`config.mk`:
```
export PLATFORM = sky130hd
export DESIGN_NAME = xoodoo_round
export DESIGN_NICKNAME = d
export VERILOG_FILES = /design/src/hw/rtl/xoodoo_pkg.sv /design/src/hw/rtl/xoodoo_round.sv
export SDC_FILE = /design/constraint.sdc
export NUM_CORES = 1
export LEC_CHECK = 0
export BUFFER_PORTS_ARGS = -buffer_cell sky130_fd_sc_hd__buf_2
export CAP_MARGIN = 20
export CORE_AREA = 2 2 313 315
export DETAILED_ROUTE_END_ITERATION = 16
export DIE_AREA = 0 0 315 317
export PLACE_DENSITY = 0.54
export SLEW_MARGIN = 5
export SYNTH_ARGS = -nofsm -noshare
export SYNTH_HDL_FRONTEND = slang
export SYNTH_SLANG_ARGS = --single-unit
```
`constraint.sdc`:
```
create_clock -name vclk -period 1.65
set_input_delay 0.165 -clock vclk [all_inputs]
set_output_delay 0.165 -clock vclk [all_outputs]
set_load 0.05 [all_outputs]
```
`src/hw/rtl/xoodoo_pkg.sv`:
```
// Shared types, constants and the round constant schedule of the Xoodoo permutation.
package xoodoo_pkg;

  localparam int LaneW       = 32;
  localparam int NumLanes    = 12;
  localparam int NumCols     = 4;
  localparam int ScheduleLen = 12;
  localparam int MaxRoundsDef = 12;
  localparam int RoundCntW   = 4;
  localparam int WordW       = 64;

  typedef logic [LaneW-1:0] lane_t;
  typedef lane_t [NumLanes-1:0] lanes_t;
  typedef logic [RoundCntW-1:0] round_cnt_t;

  // Round constants, in the order the rounds use them.
  localparam lane_t RoundConsts [ScheduleLen] = '{
    32'h0000_0058, 32'h0000_0038, 32'h0000_03C0, 32'h0000_00D0,
    32'h0000_0120, 32'h0000_0014, 32'h0000_0060, 32'h0000_002C,
    32'h0000_0380, 32'h0000_00F0, 32'h0000_01A0, 32'h0000_0012
  };

  // One input beat: two lanes per word, the even lane in the low half.
  typedef struct packed {
    logic [WordW-1:0] state_words_01;
    logic [WordW-1:0] state_words_23;
    logic [WordW-1:0] state_words_45;
    logic [WordW-1:0] state_words_67;
    logic [WordW-1:0] state_words_89;
    logic [WordW-1:0] state_words_ab;
  } state_beat_t;

  // One result beat, packed the same way as the input.
  typedef struct packed {
    logic [WordW-1:0] perm_words_01;
    logic [WordW-1:0] perm_words_23;
    logic [WordW-1:0] perm_words_45;
    logic [WordW-1:0] perm_words_67;
    logic [WordW-1:0] perm_words_89;
    logic [WordW-1:0] perm_words_ab;
  } perm_beat_t;

endpackage

```
`src/hw/rtl/xoodoo_round.sv`:
```
// One Xoodoo round (theta, rho-west, iota, chi, rho-east) with a pass-through when disabled.
module xoodoo_round
  import xoodoo_pkg::*;
(
  input  lanes_t lanes_i,
  input  lane_t  rc_i,
  input  logic   en_i,
  output lanes_t lanes_o
);

  function automatic lane_t rotl(lane_t v, int unsigned n);
    return (v << n) | (v >> (LaneW - n));
  endfunction

  lane_t  parity [NumCols];
  lane_t  effect [NumCols];
  lanes_t mixed;
  lanes_t west;
  lanes_t chied;
  lanes_t east;

  always_comb begin
    // Theta: each column takes the rotated parity of the column to its left.
    for (int c = 0; c < NumCols; c++) begin
      parity[c] = lanes_i[c] ^ lanes_i[NumCols + c] ^ lanes_i[2*NumCols + c];
    end
    for (int c = 0; c < NumCols; c++) begin
      effect[c] = rotl(parity[(c + 3) & 3], 5) ^ rotl(parity[(c + 3) & 3], 14);
    end
    for (int c = 0; c < NumCols; c++) begin
      mixed[c]             = lanes_i[c] ^ effect[c];
      mixed[NumCols + c]   = lanes_i[NumCols + c] ^ effect[c];
      mixed[2*NumCols + c] = lanes_i[2*NumCols + c] ^ effect[c];
    end

    // Rho-west.
    for (int c = 0; c < NumCols; c++) begin
      west[c]             = mixed[c];
      west[NumCols + c]   = mixed[NumCols + ((c + 3) & 3)];
      west[2*NumCols + c] = rotl(mixed[2*NumCols + c], 11);
    end

    // Iota.
    west[0] = west[0] ^ rc_i;

    // Chi across the three planes.
    for (int c = 0; c < NumCols; c++) begin
      chied[c]             = west[c] ^ (~west[NumCols + c] & west[2*NumCols + c]);
      chied[NumCols + c]   = west[NumCols + c] ^ (~west[2*NumCols + c] & west[c]);
      chied[2*NumCols + c] = west[2*NumCols + c] ^ (~west[c] & west[NumCols + c]);
    end

    // Rho-east.
    for (int c = 0; c < NumCols; c++) begin
      east[c]             = chied[c];
      east[NumCols + c]   = rotl(chied[NumCols + c], 1);
      east[2*NumCols + c] = rotl(chied[2*NumCols + ((c + 2) & 3)], 8);
    end

    lanes_o = en_i ? east : lanes_i;
  end

endmodule

```
After elaboration in Yosys (flattened, before gate mapping) --
Cells that the tools add are included.
Storage, ports and cells: register bits after elaboration 0, bits of input ports 417, output and inout bits 384, word-level logic and storage cells 82
Cells by class: mux-type cells 1, bitwise logic cells 81
Operator list (count):
- 32-bit bitwise XOR | 37
- 32-bit AND | 12
- 384-bit 2-to-1 mux | 1
- 32-bit inverter | 12
- 32-bit by 1-bit bitwise OR with 32-bit output | 4
- 32-bit by 11-bit bitwise OR with 32-bit output | 4
- 32-bit by 14-bit bitwise OR with 32-bit output | 4
- 32-bit by 5-bit bitwise OR with 32-bit output | 4
- 32-bit by 8-bit bitwise OR with 32-bit output | 4

Logic depth before layout (Yosys ltp) --
Gate-level depths: netlist of the first run.
depth in word-level cells 11, depth in mapped cells 6, depth with buffers taken out 5

Worst setup path after synthesis of the first run --
No wires, ideal clock.
kind input to output, start input lanes_i[285] (netlist name), end output lanes_o[45] (netlist name), data arrival time 2.195 ns, slack -0.710 ns, cell stages on the path 6, path through xnor3_1 -> buf_6 -> xnor3_1 -> nor3_2 -> and3b_1 -> xor2_1
RTL lines:
- start: declaration | RTL line xoodoo_round.sv:5 | input lanes_t lanes_i,
- end: declaration | RTL line xoodoo_round.sv:8 | output lanes_t lanes_o

==> impl_results.md, run 1 <==
- Proportion of power drawn by combinational gates: 100.0%
- Transition time at the pin with the least slew margin: a little under 0.8 ns
- Final Hold Slack: 0.659 ns
- Hold-fix buffers at CTS: 0
- Initial antenna violation count: 25
- Kind of start point of the critical path: input pin
- Gp weighted congestion: approximately 1.1
- Flip-flop and latch count: 0
- Hold Path Stages: 3
- Library cells used by synthesis: 23
- Synthesized net count: approximately 2,700
- Standard-cell rows: 114
- Number of pins exceeding their max-slew limit in the final report: 0
- Cell area after synthesis: approximately 23,000 µm²
- Final Critical Period: roughly 2.5 ns
- Antenna Nets Post-Route: 0
- Remaining max-slew budget at the tightest pin: a little under half
- DR WL/cell: ~36 µm
- Net switching power figure: 46.3 mW
- Worst-path fanout max: 4
- Fin util: around 63%
- Via count of the routed design: about 29,000
- Fraction of power spent switching nets: approximately half
- Area of the die: around 100,000 µm²
- WP data required: around 1.5 ns
- Number of DRC violations after detailed-routing iteration 0: approximately 2,900
- Part of the cycle the worst path needs: 150%
- Clock share of power: 0%
- Maximum number of pins on one net before global-route repair: 40
- Clock buffer instance count of the final layout: 0
- # setup viols final: 384
- Via count normalized by instance count: 5.13
- Core area: around 96,000 µm²
- Most repeated cell in the gate-level netlist after synthesis: sky130_fd_sc_hd__xnor3_1
- Number of hold violations in the final report: 0
- Layout overhead on the synthesized area: 160%
- Post-route DRC: 0
- Buffers on Ports: between 800 and 900
- Cell count after placement: roughly 5,300
- Cell-internal power: ~45 mW
- Sequential area share after synthesis: 0%
- Overflow left after global routing: 0
- Vert. Die Dim: between 300 and 400 µm
- Power Total: 91.2 mW
- Arrival @ worst endpoint: 2.31 ns
- Layout filler cell count: ~7,300
- Sequential fraction of design power: 0%
- Post-Syn Instances: 2,285
- Static power due to leakage: around 29 nW
- Yosys warning count: 0
- Failing checks: negative setup slack
- Peak supply drop: 0.00102 V
- Top-level I/O count: approximately 800
- Share of final-layout standard cells stronger than drive strength 1: between 80% and 90%
- Outcome: finished, violations left
- Setup repair after global routing missed its margin: yes
- Critical Path End Type: primary output
- Final setup slack of the worst path: -0.830 ns
- GRT Overall Usage: around two fifths
- Achievable Freq: 0.403 GHz
- Share of the synthesized area in the top cell type: between 30% and 40%
- Top cell types by occurrence after synthesis: 387 x sky130_fd_sc_hd__xnor3_1, 384 x sky130_fd_sc_hd__xnor2_1, 288 x sky130_fd_sc_hd__nor2_1
- Critical Setup Path Class: input pin to primary output
- Power per Cell Area: ~1500 nW/µm²
- Total half-perimeter wirelength after legalization and detailed placement: 179,000 µm
- Die span in x: around 320 µm
- Cell types occupying the most area after synthesis: sky130_fd_sc_hd__xnor3_1 38%, sky130_fd_sc_hd__xnor2_1 15%, sky130_fd_sc_hd__xor3_1 8.3%, sky130_fd_sc_hd__a21oi_1 5.5%, sky130_fd_sc_hd__xor2_1 4.8%
- Final cell count without fillers: 5,672
- Initial cell density of the core: about a quarter
- Sequential cell area: 0 µm²
- Count of nets after finishing: slightly below 5,000
- Worst min-delay path class: input pin to primary output
- Hold Startpoint: lanes_i[46]
- Destination of the worst hold path: lanes_o[46]
- First-pass detailed-route iteration total: 5
- Largest area contributor in the netlist: sky130_fd_sc_hd__xnor3_1
- Post-synthesis area per instance: between 10 and 15 µm²
- Max-cap violations: 0
- Via count of the first global-routing pass: 28,800
- Wire length after detailed routing: just over 200,000 µm
- First-pass GRT wire length: 259,000 µm
## layout by cell type, fill, tap and decap left out, types with 32 or more instances in the layout
cell	Yosys	layout
sky130_fd_sc_hd__buf_4	23	927
sky130_fd_sc_hd__buf_6	47	602
sky130_fd_sc_hd__buf_12	0	448
sky130_fd_sc_hd__xnor3_2	24	268
sky130_fd_sc_hd__nor2_1	288	257
sky130_fd_sc_hd__a21oi_4	0	256
sky130_fd_sc_hd__buf_2	0	155
sky130_fd_sc_hd__xnor3_1	387	143
sky130_fd_sc_hd__xnor2_4	0	142
sky130_fd_sc_hd__xnor2_1	384	124
sky130_fd_sc_hd__xnor2_2	0	118
sky130_fd_sc_hd__xor2_4	0	109
sky130_fd_sc_hd__buf_8	0	106
sky130_fd_sc_hd__and3b_2	0	95
sky130_fd_sc_hd__nor2b_4	0	92
sky130_fd_sc_hd__xor3_2	15	89
sky130_fd_sc_hd__nor3_2	33	74
sky130_fd_sc_hd__o21ai_1	81	71
sky130_fd_sc_hd__nand2_4	0	70
sky130_fd_sc_hd__nand2_2	0	42
sky130_fd_sc_hd__mux2_4	0	32
## worst max path at each step
stage	to	startpoint	slack, ns	cells after the start
after global routing	lanes_o[35]	lanes_i[373]	-0.82	9
after global placement	lanes_o[19]	lanes_i[366]	-1.06	7
after CTS	lanes_o[49]	lanes_i[227]	-0.83	9
after detailed placement	lanes_o[19]	lanes_i[366]	-1.06	7
after floorplan	lanes_o[45]	lanes_i[148]	-0.47	5
final	lanes_o[35]	lanes_i[245]	-0.83	9
## cell families after synthesis
kind of cell / count (synthesis) / share of synthesized area (%)
buffers and inverters: 141 / 4.18
AND/OR/NAND/NOR: 736 / 16.6
multiplexers: 32 / 1.56
AO/OA/AOI/OAI: 352 / 7.61
XOR/XNOR: 1024 / 70.0
## final cells by class
class / count / area [µm²] / share of cell area, %
timing repair buffer: 2238 / 25100 / 41.6
antenna: 14 / 35.0 / 0.0582
tap: 1276 / 1600 / 2.65
multi-input combinational: 2144 / 33500 / 55.6
## routing by layer
metal | global-route usage [%] | vias to the layer above | part of all wire, %
met2 | 62.6 | 1874 | 45
met1 | 47.8 | 14600 | 37
li1 | - | 12000 | -
met3 | 9.46 | 511 | 9.8
met4 | 24.8 | 20 | 8.5
met5 | 0 | - | 0.056
## power groups by stage
| stage | sequential [mW] | clock, mW | combinational (mW) |
|---|---|---|---|
| 6_report | 0 | 0.00000108 | 91.2 |
| 5_1_grt | 0 | 0.000000298 | 93.0 |
| 4_1_cts | 0 | 0 | 85.6 |
| 3_5_place_dp | 0 | 0 | 73.6 |
| 3_3_place_gp | 0 | 0 | 73.4 |
| 2_1_floorplan | 0 | 0 | 41.8 |
## per-stage QoR
stage	area (µm²)	setup slack [ns]	setup TNS, ns
2_1_floorplan	29800	-0.466	-90.45
6_report	60200	-0.830	-235.57
3_3_place_gp	48500	-1.06	-283.28
4_1_cts	56600	-0.830	-228.59
5_1_grt	60200	-0.824	-240.16
3_5_place_dp	48500	-1.06	-284.86
## what timing repair did
action | CTS | global route
setup endpoints to repair | 384 | 384
setup buffers | 239 | 175
pin swaps | 678 | 506
resized for setup | 1546 | 617
hold endpoints to repair | 0 | 0
## critical path, stage by stage
cell and delay [ns]:
sky130_fd_sc_hd__buf_6 0.11, sky130_fd_sc_hd__xnor3_2 0.40, sky130_fd_sc_hd__buf_12 0.17, sky130_fd_sc_hd__buf_6 0.11, sky130_fd_sc_hd__xor3_2 0.49, sky130_fd_sc_hd__o21ai_2 0.18, sky130_fd_sc_hd__and3b_2 0.25, sky130_fd_sc_hd__xor2_4 0.24
sky130_fd_sc_hd__buf_12 0.17
(Power assumes the default switching activity.)
==> inputs of run 2 (changes only) <==
Settings changed: CORE_AREA 2 2 313 315 to 2 2 308 310, DIE_AREA 0 0 315 317 to 0 0 310 312, PLACE_DENSITY 0.54 to 0.55.
==> run 2 against run 1 <==
The flow still finishes with violations (negative setup slack). Core utilization rose by 0.99 points. Total power fell by 1.7%. Combinational power fell by 2%. Sequential share of layout area did not move. Sequential cell count did not move. Die area fell by 3.1%. Maximum frequency rose by 2.4%. Highest routed layer unchanged. Non-clock buffer count fell by 34. Design area fell by 1.8%. Clock-buffer cell count did not move. Wire length fell by 1.3%. Via count fell by 2.5%. Largest power group unchanged. Largest cell class unchanged.
==> impl_results.md, run 2 (synthesis results as in run 1) <==
- Worst min-delay path class: input pin to primary output
- Share of final-layout standard cells stronger than drive strength 1: a little over four fifths
- Most common cell after layout, fill and taps aside: sky130_fd_sc_hd__buf_4
- Worst-path fanout max: 4
- Worst stage delay on the critical path: approximately 0.46 ns
- Top-level I/O count: approximately 800
- Core area: 93,000 µm²
- GRT Overall Usage: about two fifths
- Area after DPL: about 50,000 µm²
- Arrival @ worst endpoint: ~2.3 ns
- Wire length after detailed routing: 202,000 µm
- Final Critical Period: about 2.4 ns
- Cell count after placement: 5,328
- Maximum number of pins on one net before global-route repair: 39
- GRT met1 Usage: about half
- Standard-cell rows: 112
- Post-route cell area: 59,100 µm²
- Total half-perimeter wirelength after legalization and detailed placement: around 180,000 µm
- Max-cap violations: 0
- Gp weighted congestion: 1.02
- Critical Path, Cell by Cell: buf_6 > xnor3_1 > buf_4 > buf_4 > xor3_2 > nor3_1 > and3b_2 > xor2_4 > buf_12
- WP data required: 1.48 ns
- Number of DRC violations after detailed-routing iteration 0: 2,790
- Clock buffer instance count of the final layout: 0
- Number of hold violations in the final report: 0
- Achievable Freq: a little over 0.4 GHz
- Overflow left after global routing: 0
- Crit-path leading delay family: XOR/XNOR gates
- Final sum of negative setup slack: -231.17 ns
- Combined area of the multi-input logic cells: between 30,000 and 40,000 µm²
- Area of the die: roughly 97,000 µm²
- Flip-flop and latch count: 0
- Die span in x: 310 µm
- Highest-count cells in the layout ignoring fill and taps: 974 x sky130_fd_sc_hd__buf_4, 496 x sky130_fd_sc_hd__buf_6, 482 x sky130_fd_sc_hd__buf_12
- Final Hold Slack: around 0.69 ns
- # setup viols final: ~380
- M2 GR Usage: roughly two thirds
- Peak supply drop: ~0.0011 V
- Post-route DRC: 0
- Final cell count without fillers: 5,611
- Cell repeated most along the worst path: sky130_fd_sc_hd__buf_4
- Via count of the routed design: roughly 28,000
- First-pass GRT wire length: ~260,000 µm
- Most crowded layer after global routing: met2
- Vert. Die Dim: ~310 µm
- Fin util: 63.5%
- Critical Setup Path Class: input pin to primary output
- First-pass detailed-route iteration total: 5
- Buffers on Ports: around 800
- Static power due to leakage: between 20 and 30 nW
- Kind of start point of the critical path: input pin
- Count of nets after finishing: between 4,000 and 5,000
- Remaining max-slew budget at the tightest pin: between 40% and 50%
- Initial antenna violation count: 18
- Power per Cell Area: 1520 nW/µm²
- Hold-fix buffers at CTS: 0
- Hold Startpoint: lanes_i[23]
- Failing checks: negative setup slack
- Met3 layer usage reported by global route: ~7%
- Sequential cell area: 0 µm²
- Pre-CTS setup slack: -1.09 ns
- Layout overhead on the synthesized area: 155%
- Antenna Nets Post-Route: 0
- Layout filler cell count: between 7,000 and 8,000
- Via count of the first global-routing pass: roughly 28,000
- Final setup slack of the worst path: -0.772 ns
- Part of the cycle the worst path needs: 147%
- Setup repair after global routing missed its margin: yes
- CP Buf/Inv Count: 4
- Transition time at the pin with the least slew margin: 0.800 ns
- Outcome: finished, violations left
- Critical Path End Type: primary output
- DR WL/cell: 36.0 µm
- Initial cell density of the core: between 20% and 30%
- Worst setup startpoint: lanes_i[152]
- Number of pins exceeding their max-slew limit in the final report: 0
- Via count normalized by instance count: a little over 5
- Power Total: 89.7 mW
- Slowest-stage cell, CP: sky130_fd_sc_hd__xnor3_1
[run 2: cell count changes in the layout (fill, tap and decap cells not counted), moves of 7 or more]
cell                      before  now
sky130_fd_sc_hd__buf_8       106   61
sky130_fd_sc_hd__nand2_1      14   26
sky130_fd_sc_hd__nand2_4      70   58
sky130_fd_sc_hd__buf_6       602  496
sky130_fd_sc_hd__buf_12      448  482
sky130_fd_sc_hd__xnor2_2     118  125
sky130_fd_sc_hd__xnor2_4     142  131
sky130_fd_sc_hd__buf_4       927  974
sky130_fd_sc_hd__buf_2       155  188
[run 2: worst paths after layout]
path	cells past startpoint	slack [ns]	end
hold / removal	3	0.69	lanes_o[23]
setup / recovery	9	-0.77	lanes_o[93]
[run 2: layer usage]
metal  share of wire, %  vias up
li1                   -    12000
met5              0.046        -
met4                7.3       16
met3                9.0      404
met2                 46     1659
met1                 38    14300
[run 2: area by class of cell]
type	instances	share of cell area, %
diodes	9	0.0381
repair buffers	2204	41.3
well taps	1254	2.65
multi-input cells	2144	56.0
[run 2: where the power goes]
part	total (mW)	switching, mW	internal (mW)
clock network	0.000000678	0	0.000000678
logic	89.7	45.6	44.1
registers	0	0	0
total	89.7	45.6	44.1
[run 2: what timing repair did]
item	4_1_cts	5_1_grt
buffers inserted	258	79
pin swaps	693	265
setup endpoints to repair	384	384
resized for setup	1535	278
[run 2: tightest hold or removal path, cell delays in order]
cell,delay [ns]
sky130_fd_sc_hd__buf_6,0.08
sky130_fd_sc_hd__mux2_4,0.15
sky130_fd_sc_hd__buf_12,0.13
==> inputs of run 3 (changes only) <==
Settings changed: CORE_AREA 2 2 308 310 to default, CORE_MARGIN from default to 2, CORE_UTILIZATION from default to 25, DIE_AREA 0 0 310 312 to default.
==> run 3 against run 2 <==
The flow still finishes with violations (negative setup slack). Worst hold slack better by 0.0050 ns. Cell count shrank 1.2%. Sequential share of layout area unchanged. Worst setup slack lost 0.020 ns. Critical path depth is 1 lower. Non-clock buffer count is the same. Design area increased by 1.1%. Wire length down 1.6%. Core utilization increased by 1.7 points. Sequential cell count unchanged. Die area shrank 1.7%.
==> impl_results.md, run 3 (synthesis results as in run 1) <==
- Max-cap violations: 0
- Initial antenna violation count: 18
- Remaining max-slew budget at the tightest pin: between 50% and 60%
- Cell count after placement: 5,208
- DR WL/cell: 35.8 µm
- Number of pins exceeding their max-slew limit in the final report: 0
- Hold-fix buffers at CTS: 0
- Clock buffer instance count of the final layout: 0
- Initial cell density of the core: 25.3%
- Worst min-delay path class: input pin to primary output
- Wire length after detailed routing: a little under 200,000 µm
- Standard-cell rows: 111
- Share of final-layout standard cells stronger than drive strength 1: approximately 85%
- Critical Path End Type: primary output
- Combined area of the multi-input logic cells: around 33,000 µm²
- # setup viols final: roughly 380
- First-pass detailed-route iteration total: 5
- Part of the cycle the worst path needs: 148%
- Final setup slack of the worst path: -0.793 ns
- Outcome: finished, violations left
- Total half-perimeter wirelength after legalization and detailed placement: about 170,000 µm
- Core area: 91,700 µm²
- Worst-path fanout max: 6
- Flip-flop and latch count: 0
- Final Critical Period: ~2.4 ns
- Layout filler cell count: 6,836
- Via count of the first global-routing pass: between 20,000 and 30,000
- Top-level I/O count: 801
- Maximum number of pins on one net before global-route repair: 36
- Count of nets after finishing: around 4,800
- Failing checks: negative setup slack
- Arrival @ worst endpoint: 2.28 ns
- Via count of the routed design: between 20,000 and 30,000
- Achievable Freq: ~0.41 GHz
- Final cell count without fillers: 5,542
- Gp weighted congestion: 1.07
- Transition time at the pin with the least slew margin: 0.615 ns
- Setup repair after global routing missed its margin: yes
- Antenna Nets Post-Route: 0
- Kind of start point of the critical path: input pin
- Post-route DRC: 0
- Most common cell after layout, fill and taps aside: sky130_fd_sc_hd__buf_4
- Buffers on Ports: between 800 and 900
- Number of hold violations in the final report: 0
- Area of the die: about 95,000 µm²
- Die span in x: about 300 µm
- First-pass GRT wire length: approximately 250,000 µm
- Critical Setup Path Class: input pin to primary output
- Number of DRC violations after detailed-routing iteration 0: 2,933
- Overflow left after global routing: 0
- WP data required: about 1.5 ns
- GRT Overall Usage: between 40% and 50%
- Vert. Die Dim: between 300 and 400 µm
- Highest-count cells in the layout ignoring fill and taps: 916 x sky130_fd_sc_hd__buf_4, 559 x sky130_fd_sc_hd__buf_6, 486 x sky130_fd_sc_hd__buf_12
- Via count normalized by instance count: 5.21
- Layout overhead on the synthesized area: 158%
- Sequential cell area: 0 µm²
[run 3: cell types whose count changed in the layout (fill, tap and decap cells not counted), moves of 5 or more]
cell,change
sky130_fd_sc_hd__xnor2_2,-7
sky130_fd_sc_hd__nand2_1,-18
sky130_fd_sc_hd__xnor3_2,+14
sky130_fd_sc_hd__nor2_1,-5
sky130_fd_sc_hd__buf_4,-58
sky130_fd_sc_hd__o21ai_1,+7
sky130_fd_sc_hd__buf_2,-27
sky130_fd_sc_hd__buf_8,+21
sky130_fd_sc_hd__nand2_4,+9
sky130_fd_sc_hd__xnor3_1,-14
sky130_fd_sc_hd__buf_6,+63
sky130_fd_sc_hd__nand2_2,+6
[run 3: repair_timing]
action | CTS | global route
setup buffers | 255 | 137
setup endpoints to repair | 384 | 384
pin swaps | 707 | 412
gates resized for setup | 1579 | 391
[run 3: critical path, stage by stage]
cell and delay (ns):
sky130_fd_sc_hd__buf_6 0.07, sky130_fd_sc_hd__xnor3_2 0.42, sky130_fd_sc_hd__buf_12 0.17, sky130_fd_sc_hd__xnor3_2 0.47, sky130_fd_sc_hd__nand2b_4 0.21, sky130_fd_sc_hd__xnor2_4 0.36
sky130_fd_sc_hd__mux2_4 0.25, sky130_fd_sc_hd__buf_12 0.13
[run 3: per-layer routing]
metal	vias to the layer above	part of all wire, %	track usage, %
li1	12000	-	-
met1	14500	36	49.2
met2	1907	45	64.6
met3	512	11	9.25
met4	10	8.2	24.0
met5	-	0.033	0
[run 3: area by class of cell]
type	instances	share of cell area [%]
Tap cell	1186	2.48
Multi-Input combinational cell	2144	55.8
Timing Repair Buffer	2204	41.7
Antenna cell	8	0.0335
[run 3: stage by stage]
| stage | util [%] | setup WS, ns | TNS (ns) | hold slack, ns | cell area (µm²) |
|---|---|---|---|---|---|
| global placement | 53.2 | -1.17 | -269.94 | 0.752 | 48800 |
| CTS | 62.4 | -0.784 | -216.29 | 0.720 | 57200 |
| finish | 65.2 | -0.793 | -226.51 | 0.695 | 59800 |
| global route | 65.2 | -0.765 | -231.83 | 0.712 | 59800 |
| detailed placement | 53.2 | -1.17 | -272.52 | 0.747 | 48800 |
| floorplan | - | -0.466 | -90.45 | 0.445 | 29800 |
[run 3: final timing paths]
check             slack, ns    startpoint          end  cells after the start
setup / recovery      -0.79  lanes_i[367]  lanes_o[31]                      8
hold / removal         0.69    lanes_i[5]   lanes_o[5]                      3
